===== src/design/ohash_pkg.sv =====
// package for the open-addressing hash table
// types, codes and constants shared by every module of the block
// no dependencies

package ohash_pkg;

	// sizes fixed by the field layout
	localparam int KEY_W       = 31;
	localparam int TSIZE_W     = 7;
	localparam int SLOT_IDX_W  = 6;
	localparam int MAX_SLOTS_D = 64;
	localparam logic [TSIZE_W-1:0] TSIZE_RST = 7'd64;

	typedef enum logic [1:0] {
		OP_INSERT = 2'd0,
		OP_SEARCH = 2'd1,
		OP_REMOVE = 2'd2,
		OP_CLEAR  = 2'd3
	} op_t;

	typedef enum logic [1:0] {
		RES_OK   = 2'd0,
		RES_DUP  = 2'd1,
		RES_MISS = 2'd2,
		RES_FULL = 2'd3
	} outcome_t;

	typedef enum logic [1:0] {
		SLOT_EMPTY = 2'd0,
		SLOT_LIVE  = 2'd1,
		SLOT_TOMB  = 2'd2
	} slot_st_t;

	typedef enum logic [1:0] {
		ST_CLEAR = 2'd0,
		ST_IDLE  = 2'd1,
		ST_MOD   = 2'd2,
		ST_PROBE = 2'd3
	} state_t;

	// one command transfer
	typedef struct packed {
		op_t              opcode;
		logic [KEY_W-1:0] key;
	} cmd_t;

	// one result transfer
	typedef struct packed {
		outcome_t              outcome;
		logic [SLOT_IDX_W-1:0] slot_index;
	} res_t;

	// one entry of the slot memory
	typedef struct packed {
		slot_st_t         status;
		logic [KEY_W-1:0] key;
	} slot_t;

endpackage


===== src/design/open_addressing_hash_table.sv =====
// top level of the open-addressing hash table with linear probing
// depends on ohash_pkg, ohash_mod and ohash_mem
//
// usage
//   a command (opcode, key) transfers at a rising edge with start high and
//   busy low. exactly one result (outcome, slot_index) follows, shown for one
//   cycle with done high; the receiver has no way to hold it off.
//   cfg_we writes cfg_data into the size register at any edge; write it only
//   while busy is low and no result is pending.
// operation
//   search and remove: the home index comes from the bit-serial remainder,
//   then slots are probed in turn from home until the key, an empty slot, or
//   until as many slots as the table size have been visited; then the result.
//   insert that misses: a second pass from home looks for a non-live slot.
//   clear: one slot written per cycle, then the result.
//   busy is high for the whole of a command, so one command is in work at a
//   time; a new one may start in the cycle done is shown.
// reset
//   the table size returns to 64 and a clearing pass empties every slot;
//   busy stays high meanwhile and no result is given for it.

module open_addressing_hash_table #(
	parameter int MAX_SLOTS = ohash_pkg::MAX_SLOTS_D
) (
	input  logic                          clk,
	input  logic                          arst_n,
	input  logic                          start,
	output logic                          busy,
	input  ohash_pkg::cmd_t               cmd,
	output logic                          done,
	output ohash_pkg::res_t               result,
	input  logic                          cfg_we,
	input  logic [ohash_pkg::TSIZE_W-1:0] cfg_data
);

	localparam int SZ_W  = $clog2(MAX_SLOTS + 1);
	localparam int IDX_W = (MAX_SLOTS > 1) ? $clog2(MAX_SLOTS) : 1;
	localparam int CMP_W = (SZ_W > ohash_pkg::TSIZE_W) ? SZ_W : ohash_pkg::TSIZE_W;
	localparam logic [IDX_W-1:0] LAST_IDX = IDX_W'(MAX_SLOTS - 1);

	ohash_pkg::state_t            state_q, state_d;
	logic [ohash_pkg::TSIZE_W-1:0] tsize_q;
	ohash_pkg::op_t               op_q;
	logic [ohash_pkg::KEY_W-1:0]  key_q;
	logic [SZ_W-1:0]              size_q;
	logic [IDX_W-1:0]             home_q, home_d;
	logic [IDX_W-1:0]             cur_q, cur_d;
	logic [SZ_W-1:0]              cnt_q, cnt_d;
	logic                         ins_pass_q, ins_pass_d;
	logic [IDX_W-1:0]             clr_idx_q, clr_idx_d;
	logic                         clr_report_q, clr_report_d;
	logic                         done_q, done_d;
	ohash_pkg::res_t              res_q, res_d;

	logic [CMP_W-1:0]             ts_ext;
	logic [SZ_W-1:0]              eff_size;
	logic                         accept;
	logic                         mod_go;
	logic                         mod_ready;
	logic [IDX_W-1:0]             mod_rem;
	logic                         mem_we;
	logic [IDX_W-1:0]             mem_waddr;
	ohash_pkg::slot_t             mem_wdata;
	logic [IDX_W-1:0]             mem_raddr;
	ohash_pkg::slot_t             mem_rdata;
	logic                         is_live;
	logic                         is_empty;
	logic                         key_hit;
	logic                         last_probe;
	logic                         wrap;
	logic [IDX_W-1:0]             nxt;

	// slot number masked to the width of the result field
	function automatic logic [ohash_pkg::SLOT_IDX_W-1:0] SLOT_IDX(input logic [IDX_W-1:0] idx);
		return ohash_pkg::SLOT_IDX_W'(idx);
	endfunction

	// table size register
	always_ff @(posedge clk or negedge arst_n) begin
		if (!arst_n) begin
			tsize_q <= ohash_pkg::TSIZE_RST;
		end else if (cfg_we) begin
			tsize_q <= cfg_data;
		end
	end

	// effective size: zero counts as one, saturate at the memory depth
	always_comb begin
		ts_ext = CMP_W'(tsize_q);
		if (ts_ext == '0) begin
			eff_size = SZ_W'(1);
		end else if (ts_ext > CMP_W'(MAX_SLOTS)) begin
			eff_size = SZ_W'(MAX_SLOTS);
		end else begin
			eff_size = SZ_W'(ts_ext);
		end
	end

	assign busy   = (state_q != ohash_pkg::ST_IDLE);
	assign accept = start && !busy;
	assign mod_go = accept && (cmd.opcode != ohash_pkg::OP_CLEAR);

	ohash_mod #(
		.MAX_SLOTS (MAX_SLOTS),
		.SZ_W      (SZ_W),
		.IDX_W     (IDX_W)
	) u_mod (
		.clk      (clk),
		.arst_n   (arst_n),
		.go       (mod_go),
		.dividend (cmd.key),
		.divisor  (eff_size),
		.ready    (mod_ready),
		.rem      (mod_rem)
	);

	ohash_mem #(
		.MAX_SLOTS (MAX_SLOTS),
		.IDX_W     (IDX_W)
	) u_mem (
		.clk   (clk),
		.we    (mem_we),
		.waddr (mem_waddr),
		.wdata (mem_wdata),
		.raddr (mem_raddr),
		.rdata (mem_rdata)
	);

	// classify the slot read for cur_q and find the next probe address
	always_comb begin
		is_live    = (mem_rdata.status == ohash_pkg::SLOT_LIVE);
		is_empty   = (mem_rdata.status == ohash_pkg::SLOT_EMPTY);
		key_hit    = is_live && (mem_rdata.key == key_q);
		last_probe = ((cnt_q + SZ_W'(1)) == size_q);
		wrap       = ((SZ_W'(cur_q) + SZ_W'(1)) == size_q);
		nxt        = wrap ? '0 : cur_q + IDX_W'(1);
	end

	// next state, probe sequencing and memory requests
	always_comb begin
		state_d      = state_q;
		home_d       = home_q;
		cur_d        = cur_q;
		cnt_d        = cnt_q;
		ins_pass_d   = ins_pass_q;
		clr_idx_d    = clr_idx_q;
		clr_report_d = clr_report_q;
		done_d       = 1'b0;
		res_d        = res_q;
		mem_we       = 1'b0;
		mem_waddr    = cur_q;
		mem_wdata    = '{status: ohash_pkg::SLOT_LIVE, key: key_q};
		mem_raddr    = home_q;
		case (state_q)
			ohash_pkg::ST_CLEAR: begin
				// sweep every slot back to empty
				mem_we    = 1'b1;
				mem_waddr = clr_idx_q;
				mem_wdata = '{status: ohash_pkg::SLOT_EMPTY, key: '0};
				if (clr_idx_q == LAST_IDX) begin
					clr_idx_d = '0;
					state_d   = ohash_pkg::ST_IDLE;
					if (clr_report_q) begin
						done_d = 1'b1;
						res_d  = '{outcome: ohash_pkg::RES_OK, slot_index: '0};
					end
				end else begin
					clr_idx_d = clr_idx_q + IDX_W'(1);
				end
			end
			ohash_pkg::ST_IDLE: begin
				if (accept) begin
					ins_pass_d = 1'b0;
					if (cmd.opcode == ohash_pkg::OP_CLEAR) begin
						clr_idx_d    = '0;
						clr_report_d = 1'b1;
						state_d      = ohash_pkg::ST_CLEAR;
					end else begin
						state_d = ohash_pkg::ST_MOD;
					end
				end
			end
			ohash_pkg::ST_MOD: begin
				// home index ready: read it and start probing
				if (mod_ready) begin
					mem_raddr = mod_rem;
					home_d    = mod_rem;
					cur_d     = mod_rem;
					cnt_d     = '0;
					state_d   = ohash_pkg::ST_PROBE;
				end
			end
			ohash_pkg::ST_PROBE: begin
				// default: read ahead at the next slot
				mem_raddr = nxt;
				cur_d     = nxt;
				cnt_d     = cnt_q + SZ_W'(1);
				if (!ins_pass_q) begin
					if (key_hit) begin
						done_d  = 1'b1;
						state_d = ohash_pkg::ST_IDLE;
						res_d   = '{outcome: ohash_pkg::RES_OK,
							slot_index: SLOT_IDX(cur_q)};
						case (op_q)
							ohash_pkg::OP_INSERT: begin
								res_d.outcome = ohash_pkg::RES_DUP;
							end
							ohash_pkg::OP_REMOVE: begin
								mem_we    = 1'b1;
								mem_wdata = '{status: ohash_pkg::SLOT_TOMB, key: key_q};
							end
							default: begin
							end
						endcase
					end else if (is_empty || last_probe) begin
						if (op_q == ohash_pkg::OP_INSERT) begin
							// key absent: second pass from home for a free slot
							ins_pass_d = 1'b1;
							mem_raddr  = home_q;
							cur_d      = home_q;
							cnt_d      = '0;
						end else begin
							done_d  = 1'b1;
							state_d = ohash_pkg::ST_IDLE;
							res_d   = '{outcome: ohash_pkg::RES_MISS, slot_index: '0};
						end
					end
				end else begin
					if (!is_live) begin
						mem_we  = 1'b1;
						done_d  = 1'b1;
						state_d = ohash_pkg::ST_IDLE;
						res_d   = '{outcome: ohash_pkg::RES_OK,
							slot_index: SLOT_IDX(cur_q)};
					end else if (last_probe) begin
						done_d  = 1'b1;
						state_d = ohash_pkg::ST_IDLE;
						res_d   = '{outcome: ohash_pkg::RES_FULL, slot_index: '0};
					end
				end
			end
			default: begin
				state_d = ohash_pkg::ST_IDLE;
			end
		endcase
	end

	// control registers
	always_ff @(posedge clk or negedge arst_n) begin
		if (!arst_n) begin
			state_q      <= ohash_pkg::ST_CLEAR;
			clr_idx_q    <= '0;
			clr_report_q <= 1'b0;
			ins_pass_q   <= 1'b0;
			cnt_q        <= '0;
			done_q       <= 1'b0;
		end else begin
			state_q      <= state_d;
			clr_idx_q    <= clr_idx_d;
			clr_report_q <= clr_report_d;
			ins_pass_q   <= ins_pass_d;
			cnt_q        <= cnt_d;
			done_q       <= done_d;
		end
	end

	// command and probe payload registers
	always_ff @(posedge clk) begin
		if (accept) begin
			op_q   <= cmd.opcode;
			key_q  <= cmd.key;
			size_q <= eff_size;
		end
		home_q <= home_d;
		cur_q  <= cur_d;
		res_q  <= res_d;
	end

	assign done   = done_q;
	assign result = res_q;

endmodule


===== src/design/ohash_mod.sv =====
// bit-serial remainder unit: key mod table size, one quotient bit a cycle
// depends on ohash_pkg

module ohash_mod #(
	parameter int MAX_SLOTS = ohash_pkg::MAX_SLOTS_D,
	parameter int SZ_W      = $clog2(MAX_SLOTS + 1),
	parameter int IDX_W     = (MAX_SLOTS > 1) ? $clog2(MAX_SLOTS) : 1
) (
	input  logic                      clk,
	input  logic                      arst_n,
	input  logic                      go,
	input  logic [ohash_pkg::KEY_W-1:0] dividend,
	input  logic [SZ_W-1:0]           divisor,
	output logic                      ready,
	output logic [IDX_W-1:0]          rem
);

	localparam int CNT_W = $clog2(ohash_pkg::KEY_W + 1);
	localparam logic [CNT_W-1:0] LAST_STEP = CNT_W'(ohash_pkg::KEY_W - 1);

	logic [SZ_W-1:0]               rem_q;
	logic [ohash_pkg::KEY_W-1:0]   dvd_q;
	logic [SZ_W-1:0]               dsr_q;
	logic [CNT_W-1:0]              cnt_q;
	logic                          run_q;
	logic                          ready_q;
	logic [SZ_W:0]                 trial;
	logic [SZ_W:0]                 diff;
	logic [SZ_W-1:0]               rem_nxt;

	// shift in the next dividend bit and subtract when it fits
	always_comb begin
		trial   = {rem_q, dvd_q[ohash_pkg::KEY_W-1]};
		diff    = trial - {1'b0, dsr_q};
		rem_nxt = (trial >= {1'b0, dsr_q}) ? diff[SZ_W-1:0] : trial[SZ_W-1:0];
	end

	// control
	always_ff @(posedge clk or negedge arst_n) begin
		if (!arst_n) begin
			run_q   <= 1'b0;
			ready_q <= 1'b0;
			cnt_q   <= '0;
		end else begin
			ready_q <= 1'b0;
			if (go) begin
				run_q <= 1'b1;
				cnt_q <= '0;
			end else if (run_q) begin
				cnt_q <= cnt_q + CNT_W'(1);
				if (cnt_q == LAST_STEP) begin
					run_q   <= 1'b0;
					ready_q <= 1'b1;
				end
			end
		end
	end

	// datapath
	always_ff @(posedge clk) begin
		if (go) begin
			rem_q <= '0;
			dvd_q <= dividend;
			dsr_q <= divisor;
		end else if (run_q) begin
			rem_q <= rem_nxt;
			dvd_q <= {dvd_q[ohash_pkg::KEY_W-2:0], 1'b0};
		end
	end

	assign ready = ready_q;
	assign rem   = IDX_W'(rem_q);

endmodule


===== src/design/ohash_mem.sv =====
// slot memory: status and key of every slot, one write and one read port
// read data registered, valid in the cycle after the address; depends on ohash_pkg

module ohash_mem #(
	parameter int MAX_SLOTS = ohash_pkg::MAX_SLOTS_D,
	parameter int IDX_W     = (MAX_SLOTS > 1) ? $clog2(MAX_SLOTS) : 1
) (
	input  logic             clk,
	input  logic             we,
	input  logic [IDX_W-1:0] waddr,
	input  ohash_pkg::slot_t wdata,
	input  logic [IDX_W-1:0] raddr,
	output ohash_pkg::slot_t rdata
);

	ohash_pkg::slot_t mem [MAX_SLOTS];
	ohash_pkg::slot_t rdata_q;

	// write port
	always_ff @(posedge clk) begin
		if (we) begin
			mem[waddr] <= wdata;
		end
	end

	// registered read port
	always_ff @(posedge clk) begin
		rdata_q <= mem[raddr];
	end

	assign rdata = rdata_q;

endmodule


===== config.mk =====
export PLATFORM = sky130hd
export DESIGN_NAME = open_addressing_hash_table
export DESIGN_NICKNAME = d
export VERILOG_FILES = /design/src/design/ohash_pkg.sv /design/src/design/open_addressing_hash_table.sv /design/src/design/ohash_mod.sv /design/src/design/ohash_mem.sv
export SDC_FILE = /design/constraint.sdc
export NUM_CORES = 2
export LEC_CHECK = 0
export BUFFER_PORTS_ARGS = -buffer_cell sky130_fd_sc_hd__buf_2
export CORE_MARGIN = 2
export CORE_UTILIZATION = 30
export CTS_BUF_LIST = sky130_fd_sc_hd__clkbuf_8
export DETAILED_ROUTE_END_ITERATION = 10
export GPL_ROUTABILITY_DRIVEN = 1
export PLACE_DENSITY_LB_ADDON = 0.15
export REMOVE_ABC_BUFFERS = 1
export SYNTH_ARGS = -nofsm -noshare
export SYNTH_HDL_FRONTEND = slang
export SYNTH_SLANG_ARGS = --single-unit

===== constraint.sdc =====
create_clock -name clk -period 7.1 [get_ports clk]
set_clock_uncertainty 0.1 [all_clocks]
set_input_delay 0.355 -clock clk [delete_from_list [all_inputs] [get_ports clk]]
set_output_delay 0.355 -clock clk [all_outputs]
set_load 0.02 [all_outputs]

==> results.md <==
- Buffer levels on the longest clock path: 4
- Routability cong.: 0.844
- Flop and latch count out of synthesis: between 2000 and 2500
- Mapped cell area: 0.0905 mm^2
- Cell taking the most area after synthesis: edfxtp_1
- Worst-Skew Late Latency: 1.07 ns
- All-Layer GR Usage: 20.5%
- CTS buffer count: 393
- P per Cell Area: 418 mW/mm^2
- Final Cycle Share: 90.0%
- Top-area cell type share of the netlist area: between 70% and 80%
- Routed WL: 322 mm
- Max cap viols: 1
- Actual slew at the worst max-slew pin: roughly 1.5 ns
- YS warnings: 0
- Routed vias: 56300
- Register area: slightly below 0.07 mm^2
- Hpwl dp: 192 mm
- Chip width: 553 um
- Data arrival, critical path: 7.23 ns
- CTS sink cnt: 2282
- LEAKAGE: 36.3 nW
- CP Capture Type: flip-flop
- Vias in the first global route: 54700
- Via density: about 5.1
- Layout Nets: 6795
- DRT Pass-1 Iters: 6
- TritonCTS clock tree: yes
- Final hold violation count: 0
- Initial antenna violation count: 27
- Clk slew on worst S/H paths: 0.06 ns
- Synthesized instance count: between 6000 and 7000
- First-pass GRT wire length: approximately 450 mm
- Critical path peak fanout: 29
- Congestion Overflow GR: 0
- Post-synth EDFFs: 2210
- Achievable frequency: around 0.16 GHz
- Core Area: 0.300 mm^2
- Avg Synthesized Cell Area: 14.3 um^2
- RSZ-0062 raised after global routing: false
- Slew headroom: -4.36%
- Root Buffer: clkbuf_8
- # IOs: 54
- Critical Path RT: 7.94 ns
- DRC viols: 0
- Dominant synthesized flop cell: edfxtp_1
- Post-route ant nets: 0
- Placement Cell Area: 0.0971 mm^2
- Die footprint: 0.306 mm^2
- Core Rows: 201
- Status: finished with violations
- Setup crit start kind: flip-flop
- Area delta synth->final: 15.7%
- Peak supply drop: ~0.00031 V
- Count leader, synth: edfxtp_1
- Core Util, Final: 34.9%
- Largest net degree at the start of global routing: 95
- Fill cells: 29200
- Fin area: between 0.1 and 0.15 mm^2
- Failing checks: capacitance limit, slew limit
- Unique cell type count in the Yosys netlist: 89
- Async S/R FF share, synth: 1.40%
- CTS H-tree lvls: 5
- Iteration-0 DRC Markers: 5902
- Setup Buffers After CTS: 0
- Setup slack at placement: 0.915 ns
- Avg WL per Cell: 29.2 um
- Post-synthesis sequential area ratio: between 70% and 80%
- Synth cell count leaders: edfxtp_1, nand2_1, a21oi_1
- Layout cells sized above 1: about an eighth
- Initial core utilization: 30.2%
- Final Max Slew Viols: 2
- Tot Pwr: around 0.044 W
- CP Class: flip-flop to flip-flop
- Setup-failing EPs final: 0
- Largest cells by area after synthesis: edfxtp_1, nand2_1, mux2i_1
- Min-delay worst type: primary input to flip-flop
- Worst hold slack: 0.0755 ns
- Area of the multi-input gates: around 0.021 mm^2
- Setup ws final: 0.707 ns
- Fin crit period: 6.39 ns
- Quantity of I/O buffers inserted on ports: 53
- Die H: 553 um
what timing repair did:
action / CTS / global route
hold endpoints to repair: 114 / 0
hold buffers: 62 / 0
resized for setup: 0 / 0
sequential cells by signal (all words and copies together), names as in the netlist, 2 cells and up:
signal,count
clr_idx_q,6
cnt_q,7
cur_q,6
home_q,6
key_q,31
op_q,2
result,8
size_q,7
state_q,2
ts_ext,7
u_mem.mem,2112
u_mem.rdata,33
u_mod.cnt_q,5
u_mod.dsr_q,7
u_mod.dvd_q,31
u_mod.rem_q,7
area by class of cell:
type / instances / area share, %
clock buffer: 401 / 5.27
inverter: 27 / 0.0968
clock inverter: 301 / 1.34
timing repair buffer: 386 / 3.24
tap: 3958 / 4.73
antenna: 10 / 0.0239
multi-input combinational: 3643 / 20.4
sequential: 2282 / 64.9
per-stage QoR:
step,cells,setup TNS [ns]
floorplan,5952,-1233.02
global placement,10200,0
detailed placement,10200,0
CTS,11000,0
global route,11000,0
finish,11000,0
cells by family after synthesis:
group	share of synthesized area, %
DFF	75.1
and+or+nand+nor	9.90
muxes	5.09
xor gates and xnor gates	0.592
AOI/OAI and AO/OA	6.78
buffers and inverters	2.25
adders and majority gates	0.257
worst paths after layout:
kind / startpoint / endpoint / slack [ns] / depth (start not counted)
max in group asynchronous: arst_n / u_mod.cnt_q[0] / 6.32 / 4
min in group asynchronous: arst_n / ts_ext[6] / 0.31 / 3
hold / removal: cmd[2] / key_q[2] / 0.08 / 2
setup / recovery: key_q[19] / u_mem.rdata[14] / 0.71 / 13
setup reg to reg: key_q[19] / u_mem.rdata[14] / 0.71 / 13
hold reg to reg: u_mod.rem_q[6] / u_mod.rem_q[6] / 0.37 / 2
metal layers:
metal	track usage, %	vias up	routed length (um)
li1	-	24600	-
met1	28.3	29200	142000
met5	0	-	30
met4	5.92	6	9100
met2	32.9	2036	150000
met3	3.55	461	20500
layout by cell type, fill, tap and decap left out, drive strengths merged, types with 10 or more instances in the layout:
cell type / instances
nand3: 274
o22ai: 77
a211o: 14
nor4: 82
a32oi: 23
a221oi: 28
or4: 23
o21ai: 63
dfxtp: 40
dfrtp: 31
and3: 11
a21boi: 12
a21oi: 559
xnor2: 46
mux2i: 442
diode: 10
ha: 17
mux2: 14
clkbuf: 401
a31oi: 19
inv: 188
dlygate4sd3: 61
buf: 325
nand4: 29
edfxtp: 2210
nor2: 121
a22oi: 56
xor2: 10
nor2b: 43
clkinv: 129
nor3: 15
nand2: 1482
o2111ai: 76
where the power goes:
part           internal [W]  switching, W  leakage, nW
clock network       0.00539       0.00554         4.07
logic               0.00373        0.0113         11.3
registers            0.0174      0.000445         20.9
worst max-delay path, stage by stage (launching register included):
cell and delay, ns:
edfxtp_1 0.40, xnor2_1 0.22, nand4_1 0.36, nor4_2 0.93, a2111o_1 0.36, a21oi_2 0.12
o221ai_4 0.66, buf_4 0.34, buf_12 0.24, nand2_1 0.16, nor2_2 0.96, a221oi_1 0.28
a21boi_0 0.91, or4_1 0.21
(Power assumes the default switching activity.)
